--- config.mk ---
export PLATFORM = sky130hd
export DESIGN_NAME = seek_rate_position_controller
export DESIGN_NICKNAME = d
export VERILOG_FILES = /design/src/hw/rtl/srpc_pkg.sv /design/src/hw/rtl/seek_rate_position_controller.sv /design/src/hw/rtl/srpc_csr.sv /design/src/hw/rtl/srpc_div.sv
export SDC_FILE = /design/constraint.sdc
export NUM_CORES = 2
export LEC_CHECK = 0
export ABC_AREA = 1
export BUFFER_PORTS_ARGS = -buffer_cell sky130_fd_sc_hd__buf_2
export CAP_MARGIN = 20
export CORE_MARGIN = 2
export CORE_UTILIZATION = 50
export CTS_CLUSTER_DIAMETER = 200
export CTS_CLUSTER_SIZE = 30
export DETAILED_ROUTE_END_ITERATION = 7
export HOLD_SLACK_MARGIN = 0.1
export PLACE_DENSITY = 0.66
export SYNTH_ARGS = -nofsm -noshare
export SYNTH_HDL_FRONTEND = slang
export SYNTH_SLANG_ARGS = --single-unit
--- constraint.sdc ---
create_clock -name clock -period 17.1 [get_ports clock]
set_clock_uncertainty 0.1 [all_clocks]
set_input_delay 3.42 -clock clock [delete_from_list [all_inputs] [get_ports clock]]
set_output_delay 3.42 -clock clock [all_outputs]
set_load 0.02 [all_outputs]
--- src/hw/rtl/srpc_pkg.sv ---
// ----------------------------------------------------------------------------
// Seek rate position controller package
// Widths, codes, reset values and the configuration record.
// ----------------------------------------------------------------------------
package srpc_pkg;

   localparam int BLOCK_BYTES_DEF = 512;
   localparam int TIME_SCALE      = 100;

   localparam int OP_W       = 3;
   localparam int ELAPSED_W  = 16;
   localparam int POS_W      = 32;
   localparam int MODE_W     = 2;
   localparam int BYTES_W    = 32;
   localparam int DUR_W      = 24;
   localparam int SPEED_W    = 8;
   localparam int THR_W      = 16;
   localparam int ETIME_W    = 32;
   localparam int CSR_IDX_W  = 2;
   localparam int CSR_DATA_W = 32;
   // 100 * (2^24 - 1) fits in 31 bits
   localparam int DENOM_W    = 31;
   localparam int PROD_W     = BYTES_W + ETIME_W;

   localparam logic [OP_W-1:0] OP_TICK = 3'd0;
   localparam logic [OP_W-1:0] OP_FWD  = 3'd1;
   localparam logic [OP_W-1:0] OP_REV  = 3'd2;
   localparam logic [OP_W-1:0] OP_STOP = 3'd3;
   localparam logic [OP_W-1:0] OP_LOAD = 3'd4;

   localparam logic [MODE_W-1:0] MODE_IDLE = 2'd0;
   localparam logic [MODE_W-1:0] MODE_FWD  = 2'd1;
   localparam logic [MODE_W-1:0] MODE_REV  = 2'd2;

   localparam logic [CSR_IDX_W-1:0] REG_TRACK_BYTES    = 2'd0;
   localparam logic [CSR_IDX_W-1:0] REG_TRACK_DURATION = 2'd1;
   localparam logic [CSR_IDX_W-1:0] REG_SEEK_SPEED     = 2'd2;
   localparam logic [CSR_IDX_W-1:0] REG_MOVE_THRESHOLD = 2'd3;

   localparam logic [DUR_W-1:0]   DURATION_RST = 24'd1;
   localparam logic [SPEED_W-1:0] SPEED_RST    = 8'd10;

   typedef struct packed {
      logic [BYTES_W-1:0] track_bytes;
      logic [DUR_W-1:0]   track_duration;
      logic [SPEED_W-1:0] seek_speed;
      logic [THR_W-1:0]   move_threshold;
   } cfg_type;

endpackage

--- src/hw/rtl/seek_rate_position_controller.sv ---
// ----------------------------------------------------------------------------
// Seek rate position controller
// Fast forward / reverse seek state and byte position of a track player.
// ----------------------------------------------------------------------------
// Keys, stop, position loads and ticks arrive one request at a time and each
// gives exactly one response with the mode, byte position and the moved and
// hit_end flags. Keys, stop, loads, and ticks while idle or parked at a track
// end go from acceptance straight to the commit state. A seeking tick passes
// the multiply states and, if the scaled time is above the move threshold and
// the track length is not zero, both divisions: the byte count and the time
// it used come out of one restoring divider that produces one quotient bit
// per cycle over a 64-bit dividend, twice per tick. req_ready is low from
// acceptance until the response is in the output register; a new request is
// taken while that response waits for rsp_ready. Configuration is written
// through a plain write port, by the user only while idle; it is not enforced.
// ----------------------------------------------------------------------------
module seek_rate_position_controller #(
   parameter int BLOCK_BYTES = srpc_pkg::BLOCK_BYTES_DEF
) (
   input  logic                             clock,
   input  logic                             reset,
   // request channel
   input  logic                             req_valid,
   output logic                             req_ready,
   input  logic [srpc_pkg::OP_W-1:0]        req_op,
   input  logic [srpc_pkg::ELAPSED_W-1:0]   req_elapsed,
   input  logic [srpc_pkg::POS_W-1:0]       req_new_position,
   // response channel
   output logic                             rsp_valid,
   input  logic                             rsp_ready,
   output logic [srpc_pkg::MODE_W-1:0]      rsp_mode,
   output logic [srpc_pkg::POS_W-1:0]       rsp_position,
   output logic                             rsp_moved,
   output logic                             rsp_hit_end,
   // configuration
   input  logic                             csr_we,
   input  logic [srpc_pkg::CSR_IDX_W-1:0]   csr_index,
   input  logic [srpc_pkg::CSR_DATA_W-1:0]  csr_wdata
);
   import srpc_pkg::*;

   localparam int BB_W  = $clog2(BLOCK_BYTES + 1);
   localparam int D2_W  = DENOM_W + BB_W;   // 100 * duration * block size
   localparam int AMT_W = POS_W + BB_W;     // low quotient word times block size

   // sequencer states
   localparam logic [2:0] ST_IDLE = 3'd0;
   localparam logic [2:0] ST_MUL1 = 3'd1;  // scaled time, time denominator
   localparam logic [2:0] ST_MUL2 = 3'd2;  // threshold check, bytes * time
   localparam logic [2:0] ST_MUL3 = 3'd3;  // start blocks division
   localparam logic [2:0] ST_DIV1 = 3'd4;  // blocks = prod / (denom * block)
   localparam logic [2:0] ST_AMT  = 3'd5;  // byte amount, start used-time division
   localparam logic [2:0] ST_DIV2 = 3'd6;  // used = (prod - rem) / track_bytes
   localparam logic [2:0] ST_FIN  = 3'd7;  // commit state, write response

   cfg_type cfg;

   logic [2:0]           state_ff, state_in;
   logic [MODE_W-1:0]    mode_ff, mode_in;
   logic [POS_W-1:0]     pos_ff, pos_in;
   logic [ETIME_W-1:0]   left_ff, left_in;

   // request and work registers
   logic [OP_W-1:0]      op_ff, op_in;
   logic [ELAPSED_W-1:0] elapsed_ff, elapsed_in;
   logic [POS_W-1:0]     newpos_ff, newpos_in;
   logic [ETIME_W-1:0]   etime_ff, etime_in;
   logic [DENOM_W-1:0]   denom_ff, denom_in;
   logic [PROD_W-1:0]    prod_ff, prod_in;
   logic [AMT_W-1:0]     amt_ff, amt_in;
   logic                 big_ff, big_in;
   logic [ETIME_W-1:0]   lo_new_ff, lo_new_in;

   // response registers
   logic                 rsp_valid_ff, rsp_valid_in;
   logic [MODE_W-1:0]    rsp_mode_ff, rsp_mode_in;
   logic [POS_W-1:0]     rsp_position_ff, rsp_position_in;
   logic                 rsp_moved_ff, rsp_moved_in;
   logic                 rsp_hit_end_ff, rsp_hit_end_in;

   // shared divider
   logic                 div_start;
   logic [PROD_W-1:0]    div_dividend;
   logic [D2_W-1:0]      div_divisor;
   logic                 div_done;
   logic [PROD_W-1:0]    div_quotient;
   logic [D2_W-1:0]      div_remainder;

   // arithmetic helpers
   logic [SPEED_W+ELAPSED_W-1:0] scaled;
   logic [ETIME_W:0]     etime_sum;
   logic [DUR_W-1:0]     dur_eff;
   logic                 accept;
   logic                 out_free;
   logic                 seeking;
   logic [POS_W-1:0]     remain;
   logic [MODE_W-1:0]    mode_n;
   logic [POS_W-1:0]     pos_n;
   logic [ETIME_W-1:0]   left_n;
   logic                 hit_n;

   srpc_csr u_csr (
      .clock     (clock),
      .reset     (reset),
      .csr_we    (csr_we),
      .csr_index (csr_index),
      .csr_wdata (csr_wdata),
      .cfg       (cfg)
   );

   srpc_div #(
      .DVD_W (PROD_W),
      .DSR_W (D2_W)
   ) u_div (
      .clock     (clock),
      .reset     (reset),
      .start     (div_start),
      .dividend  (div_dividend),
      .divisor   (div_divisor),
      .done      (div_done),
      .quotient  (div_quotient),
      .remainder (div_remainder)
   );

   assign req_ready = (state_ff == ST_IDLE) && !reset;
   assign accept    = req_valid && req_ready;
   assign out_free  = !rsp_valid_ff || rsp_ready;

   // a tick only does arithmetic when seeking and not parked at the end
   assign seeking = (req_op == OP_TICK) &&
                    (((mode_ff == MODE_FWD) && (pos_ff < cfg.track_bytes)) ||
                     ((mode_ff == MODE_REV) && (pos_ff != '0)));

   // divider operands: first blocks, then the time those blocks used
   // (denom * block * blocks equals prod minus the first remainder)
   assign div_start    = (state_ff == ST_MUL3) || (state_ff == ST_AMT);
   assign div_dividend = (state_ff == ST_MUL3) ? prod_ff
                                               : prod_ff - PROD_W'(div_remainder);
   assign div_divisor  = (state_ff == ST_MUL3) ? D2_W'(denom_ff) * D2_W'(BLOCK_BYTES)
                                               : D2_W'(cfg.track_bytes);

   // result of the request, evaluated in ST_FIN
   always_comb begin
      mode_n = mode_ff;
      pos_n  = pos_ff;
      left_n = left_ff;
      hit_n  = 1'b0;
      remain = cfg.track_bytes - pos_ff;
      case (op_ff)
         OP_TICK: begin
            if (mode_ff == MODE_FWD) begin
               if (pos_ff >= cfg.track_bytes) begin
                  mode_n = MODE_IDLE;
                  hit_n  = 1'b1;
               end else begin
                  left_n = lo_new_ff;
                  if (big_ff || (amt_ff >= AMT_W'(remain))) begin
                     pos_n  = cfg.track_bytes;
                     mode_n = MODE_IDLE;
                     hit_n  = 1'b1;
                  end else begin
                     pos_n = pos_ff + amt_ff[POS_W-1:0];
                  end
               end
            end else if (mode_ff == MODE_REV) begin
               if (pos_ff == '0) begin
                  mode_n = MODE_IDLE;
                  hit_n  = 1'b1;
               end else begin
                  left_n = lo_new_ff;
                  if (big_ff || (amt_ff >= AMT_W'(pos_ff))) begin
                     pos_n  = '0;
                     mode_n = MODE_IDLE;
                     hit_n  = 1'b1;
                  end else begin
                     pos_n = pos_ff - amt_ff[POS_W-1:0];
                  end
               end
            end
         end
         OP_FWD: begin
            if (pos_ff < cfg.track_bytes) begin
               mode_n = MODE_FWD;
               left_n = '0;
            end
         end
         OP_REV: begin
            if (pos_ff != '0) begin
               mode_n = MODE_REV;
               left_n = '0;
            end
         end
         OP_STOP: begin
            mode_n = MODE_IDLE;
         end
         OP_LOAD: begin
            pos_n = (newpos_ff > cfg.track_bytes) ? cfg.track_bytes : newpos_ff;
         end
         default: begin
            hit_n = 1'b0;
         end
      endcase
   end

   // sequencer
   always_comb begin
      state_in        = state_ff;
      mode_in         = mode_ff;
      pos_in          = pos_ff;
      left_in         = left_ff;
      op_in           = op_ff;
      elapsed_in      = elapsed_ff;
      newpos_in       = newpos_ff;
      etime_in        = etime_ff;
      denom_in        = denom_ff;
      prod_in         = prod_ff;
      amt_in          = amt_ff;
      big_in          = big_ff;
      lo_new_in       = lo_new_ff;
      rsp_valid_in    = rsp_valid_ff && !rsp_ready;
      rsp_mode_in     = rsp_mode_ff;
      rsp_position_in = rsp_position_ff;
      rsp_moved_in    = rsp_moved_ff;
      rsp_hit_end_in  = rsp_hit_end_ff;

      scaled    = (SPEED_W+ELAPSED_W)'(cfg.seek_speed) *
                  (SPEED_W+ELAPSED_W)'(elapsed_ff);
      etime_sum = (ETIME_W+1)'(scaled) + (ETIME_W+1)'(left_ff);
      dur_eff   = (cfg.track_duration == '0) ? DUR_W'(1) : cfg.track_duration;

      case (state_ff)
         ST_IDLE: begin
            if (accept) begin
               op_in      = req_op;
               elapsed_in = req_elapsed;
               newpos_in  = req_new_position;
               state_in   = seeking ? ST_MUL1 : ST_FIN;
            end
         end
         ST_MUL1: begin
            // scaled time saturates at 32 bits
            etime_in = etime_sum[ETIME_W] ? '1 : etime_sum[ETIME_W-1:0];
            denom_in = DENOM_W'(dur_eff) * DENOM_W'(TIME_SCALE);
            state_in = ST_MUL2;
         end
         ST_MUL2: begin
            if ((etime_ff <= ETIME_W'(cfg.move_threshold)) || (cfg.track_bytes == '0)) begin
               // no move: keep the whole time as leftover
               lo_new_in = etime_ff;
               amt_in    = '0;
               big_in    = 1'b0;
               state_in  = ST_FIN;
            end else begin
               prod_in  = PROD_W'(cfg.track_bytes) * PROD_W'(etime_ff);
               state_in = ST_MUL3;
            end
         end
         ST_MUL3: begin
            state_in = ST_DIV1;
         end
         ST_DIV1: begin
            if (div_done) begin
               state_in = ST_AMT;
            end
         end
         ST_AMT: begin
            // any quotient bit from bit 32 up means the move overshoots the track
            big_in   = |div_quotient[PROD_W-1:POS_W];
            amt_in   = AMT_W'(div_quotient[POS_W-1:0]) * AMT_W'(BLOCK_BYTES);
            state_in = ST_DIV2;
         end
         ST_DIV2: begin
            if (div_done) begin
               // used time never exceeds etime
               lo_new_in = etime_ff - div_quotient[ETIME_W-1:0];
               state_in  = ST_FIN;
            end
         end
         ST_FIN: begin
            if (out_free) begin
               mode_in         = mode_n;
               pos_in          = pos_n;
               left_in         = left_n;
               rsp_valid_in    = 1'b1;
               rsp_mode_in     = mode_n;
               rsp_position_in = pos_n;
               rsp_moved_in    = pos_n != pos_ff;
               rsp_hit_end_in  = hit_n;
               state_in        = ST_IDLE;
            end
         end
         default: begin
            state_in = ST_IDLE;
         end
      endcase
   end

   always_ff @(posedge clock) begin
      if (reset) begin
         state_ff     <= ST_IDLE;
         mode_ff      <= MODE_IDLE;
         pos_ff       <= '0;
         left_ff      <= '0;
         rsp_valid_ff <= 1'b0;
      end else begin
         state_ff     <= state_in;
         mode_ff      <= mode_in;
         pos_ff       <= pos_in;
         left_ff      <= left_in;
         rsp_valid_ff <= rsp_valid_in;
      end
   end

   always_ff @(posedge clock) begin
      op_ff           <= op_in;
      elapsed_ff      <= elapsed_in;
      newpos_ff       <= newpos_in;
      etime_ff        <= etime_in;
      denom_ff        <= denom_in;
      prod_ff         <= prod_in;
      amt_ff          <= amt_in;
      big_ff          <= big_in;
      lo_new_ff       <= lo_new_in;
      rsp_mode_ff     <= rsp_mode_in;
      rsp_position_ff <= rsp_position_in;
      rsp_moved_ff    <= rsp_moved_in;
      rsp_hit_end_ff  <= rsp_hit_end_in;
   end

   assign rsp_valid    = rsp_valid_ff;
   assign rsp_mode     = rsp_mode_ff;
   assign rsp_position = rsp_position_ff;
   assign rsp_moved    = rsp_moved_ff;
   assign rsp_hit_end  = rsp_hit_end_ff;

endmodule

--- src/hw/rtl/srpc_csr.sv ---
// ----------------------------------------------------------------------------
// Seek rate position controller configuration registers
// Write-only register bank for track length, duration, speed and threshold.
// ----------------------------------------------------------------------------
module srpc_csr (
   input  logic                             clock,
   input  logic                             reset,
   input  logic                             csr_we,
   input  logic [srpc_pkg::CSR_IDX_W-1:0]   csr_index,
   input  logic [srpc_pkg::CSR_DATA_W-1:0]  csr_wdata,
   output srpc_pkg::cfg_type                cfg
);
   import srpc_pkg::*;

   cfg_type cfg_ff, cfg_in;

   always_comb begin
      cfg_in = cfg_ff;
      if (csr_we) begin
         case (csr_index)
            REG_TRACK_BYTES:    cfg_in.track_bytes    = csr_wdata[BYTES_W-1:0];
            REG_TRACK_DURATION: cfg_in.track_duration = csr_wdata[DUR_W-1:0];
            REG_SEEK_SPEED:     cfg_in.seek_speed     = csr_wdata[SPEED_W-1:0];
            REG_MOVE_THRESHOLD: cfg_in.move_threshold = csr_wdata[THR_W-1:0];
            default:            cfg_in = cfg_ff;
         endcase
      end
   end

   always_ff @(posedge clock) begin
      if (reset) begin
         cfg_ff.track_bytes    <= '0;
         cfg_ff.track_duration <= DURATION_RST;
         cfg_ff.seek_speed     <= SPEED_RST;
         cfg_ff.move_threshold <= '0;
      end else begin
         cfg_ff <= cfg_in;
      end
   end

   assign cfg = cfg_ff;

endmodule

--- src/hw/rtl/srpc_div.sv ---
// ----------------------------------------------------------------------------
// Seek rate position controller divider
// Restoring divider, one quotient bit per cycle, shared by both divisions.
// ----------------------------------------------------------------------------
module srpc_div #(
   parameter int DVD_W = 64,
   parameter int DSR_W = 41
) (
   input  logic             clock,
   input  logic             reset,
   input  logic             start,
   input  logic [DVD_W-1:0] dividend,
   input  logic [DSR_W-1:0] divisor,
   output logic             done,
   output logic [DVD_W-1:0] quotient,
   output logic [DSR_W-1:0] remainder
);
   localparam int CNT_W = $clog2(DVD_W + 1);

   logic [CNT_W-1:0] count_ff, count_in;
   logic             busy_ff, busy_in;
   logic             done_ff, done_in;
   logic [DSR_W-1:0] rem_ff, rem_in;
   logic [DSR_W-1:0] dsr_ff, dsr_in;
   logic [DVD_W-1:0] quo_ff, quo_in;
   logic [DSR_W:0]   trial;
   logic             fits;

   always_comb begin
      trial    = {rem_ff, quo_ff[DVD_W-1]};
      fits     = trial >= {1'b0, dsr_ff};
      count_in = count_ff;
      busy_in  = busy_ff;
      done_in  = 1'b0;
      rem_in   = rem_ff;
      dsr_in   = dsr_ff;
      quo_in   = quo_ff;
      if (start) begin
         busy_in  = 1'b1;
         count_in = CNT_W'(DVD_W);
         rem_in   = '0;
         quo_in   = dividend;
         dsr_in   = divisor;
      end else if (busy_ff) begin
         // shift in the next dividend bit, subtract when it fits
         rem_in   = fits ? DSR_W'(trial - {1'b0, dsr_ff}) : trial[DSR_W-1:0];
         quo_in   = {quo_ff[DVD_W-2:0], fits};
         count_in = count_ff - CNT_W'(1);
         if (count_ff == CNT_W'(1)) begin
            busy_in = 1'b0;
            done_in = 1'b1;
         end
      end
   end

   always_ff @(posedge clock) begin
      if (reset) begin
         count_ff <= '0;
         busy_ff  <= 1'b0;
         done_ff  <= 1'b0;
      end else begin
         count_ff <= count_in;
         busy_ff  <= busy_in;
         done_ff  <= done_in;
      end
   end

   always_ff @(posedge clock) begin
      rem_ff <= rem_in;
      dsr_ff <= dsr_in;
      quo_ff <= quo_in;
   end

   assign done      = done_ff;
   assign quotient  = quo_ff;
   assign remainder = rem_ff;

endmodule

==> results.ini <==
[pwr]
power_density_nw_per_um2=158
switching_power_uw=7210
power_leakage_uw=0.0430
combinationalPowerShare_pct=75.6
p_int_uw=5650
seq_power_share_pct=18.5
ir_drop_uv=235
pwr-share-clk_pct=5.9
switching_share_pct=56.1

[synth]
syn_inst=10100
syn_area_um2=78700
yosys_most_used_dff=edfxtp_1
yosysTopAreaCellShare_pct=26.1
synth_edf_count=381
syn_nets=11900
yosysTopAreaCell=fa_1
synth_top_cells_by_count=inv_1, nand2_1, fa_1
ys_types=70
yosys-top-cells-area=fa_1, edfxtp_1, inv_1
seq_area_frac_synth_pct=19.6
async_flop_share_pct=0
synth_warnings=0
avgSynthCellArea_um2=7.79
synth_most_common_cell=inv_1
synth_seq_cells=581

[clocking]
clk_latency_ns=0.67
postCtsHoldBufs=0
clockBufferDepth=3
h-tree-depth=1
post_cts_buffers=0
postCtsResizedCells=0
clk_pin_slew_ns=0.13
numCtsBuffers=23
cts_tree=yes
cts_sinks=581
cts_root_buffer=clkbuf_16

[finish]
final_area_um2=81600
finish.net_count=11700
fillCellCount=15000
stdcell_count=12000
drive_gt1_share_pct=3.71
final_core_util_pct=52.2
areaGrowthSynthToFinish_pct=3.70

[die]
initial_utilization_pct=50.4
die_h_um=401
dieArea_um2=161000
core_area_um2=156000
ios=128
rows=145
die_w_um=401

[critical_path]
critical_path_class=reg -> reg
end_kind=flip-flop
slowest_delay_ns=0.60
cp_max_fo=36
cp.required_ns=17.44
crit_arrival_ns=8.65
cp_top_family=adder cells
crit_top_cell=inv_1
slowest_stage=o21ai_1
worstSetupStartpointType=flip-flop
cp_num_buf_inv=8

[global_route]
grt_max_degree=95
grt_pass1_wl_mm=407
grt_usage_pct=33.3
busiest_layer=met2
grt_use_met1_pct=43.2
grt_pass1_vias=68600
grt_overflow=0
met2_usage_pct=55.2
antenna_found_initial=13
grtUsageMet3_pct=4.16

[place]
gp_congestion=0.991
dp.cells=11900
numPortBuffers=127
dp_hpwl_mm=206
dpl-instance-area_um2=80900

[route]
first_iter_violations=6056
viasPerCell=5.57
vias=66600
ant_nets=0
wl_mm=265
drc=0
wl_per_cell_um=22.2
dr.pass1.iters=6

[timing]
setup_tns_ns=0
fin_crit_sh_pct=48.6
slew_headroom_pct=29.8
clock.fmax_ghz=0.120
rsz0062_at_grt=false
hold_viol_final=0
report.final.slew_viol_count=0
tightest_slew_ns=1.05
fin_crit_ns=8.31
finalSetupViolCount=0

[run_status]
status=finished, final reports clean

[min_path]
holdCritPathClass=reg -> reg

[job]
drv_cap=0

## final cells by class
type	instances	area, um2	area share [%]
Antenna cell	3	7.51	0.00920
Sequential cell	581	15500	19.0
Tap cell	2058	2570	3.16
Clock buffer	38	632	0.774
Multi-Input combinational cell	6684	52600	64.4
Timing Repair Buffer	223	1370	1.68
Inverter	2384	8950	11.0
Clock inverter	3	38.8	0.0475
## cell families after synthesis
logic type / after synthesis / synth area share (%)
adders and majority gates: 1707 / 36.9
and+or+nand+nor: 3291 / 17.0
DFF: 581 / 19.6
buffers and inverters: 2838 / 13.7
AOI/OAI and AO/OA: 1444 / 10.1
xor gates and xnor gates: 242 / 2.69
## worst register-to-register path: cells and delay by family, from the launching register on
family	cells	cell delay, ns
DFF	1	0.34
AOI/OAI and AO/OA	6	1.59
adders and majority gates	9	3.96
and+or+nand+nor	9	1.09
buffers and inverters	8	1.02
## layout by cell type, fill, tap and decap left out, types with 50 or more instances in the layout
| cell | synthesis | final |
|---|---|---|
| a21oi_1 | 644 | 643 |
| a31oi_1 | 54 | 54 |
| buf_2 | 28 | 127 |
| buf_4 | 7 | 95 |
| dfxtp_1 | 200 | 179 |
| edfxtp_1 | 381 | 381 |
| fa_1 | 1026 | 1026 |
| ha_1 | 681 | 681 |
| inv_1 | 2365 | 2363 |
| nand2_1 | 2240 | 2239 |
| nand3_1 | 272 | 270 |
| nand4_1 | 64 | 64 |
| nor2_1 | 535 | 533 |
| nor4_1 | 51 | 50 |
| o21ai_0 | 459 | 458 |
| o22ai_1 | 55 | 55 |
| xnor2_1 | 80 | 80 |
| xor2_1 | 162 | 162 |
## metal layers
layer | up-vias | routed length [um]
li1 | 30500 | -
met1 | 32700 | 106000
met2 | 2764 | 124000
met3 | 657 | 20700
met4 | 2 | 14500
met5 | - | 19
## worst paths after layout
check,start,to,slack (ns),depth (start not counted)
setup reg to reg,u_csr.cfg[58],prod_ff[41],8.79,32
setup / recovery,u_csr.cfg[58],prod_ff[41],8.79,32
hold reg to reg,u_csr.cfg[7],u_csr.cfg[7],0.37,2
hold / removal,u_csr.cfg[7],u_csr.cfg[7],0.37,2
## power by group through the flow
stage                     Clock, uW  Sequential [uW]  Combinational (uW)
after floorplan                   0             2300                6700
final                           759             2380                9720
after CTS                       770             2370                9650
after detailed placement          0             2400                9580
after global placement            0             2390                9530
after global routing            803             2410               10900
## metrics by stage
| stage | total power (uW) | hold slack [ns] | setup WS (ns) |
|---|---|---|---|
| global route | 14100 | 0.391 | 8.46 |
| global placement | 11900 | 0.346 | 8.91 |
| floorplan | 9000 | 0.328 | 7.85 |
| detailed placement | 12000 | 0.354 | 8.83 |
| finish | 12900 | 0.370 | 8.79 |
| CTS | 12800 | 0.372 | 8.85 |
## state kept, by name, summed over array words and instances (netlist names), 40 cells and up
signal,cells
u_div.dsr_ff,40
u_csr.cfg,80
prod_ff,64
u_div.remainder,41
u_div.quotient,64
Note: power is estimated with default switching activity, not from simulation.
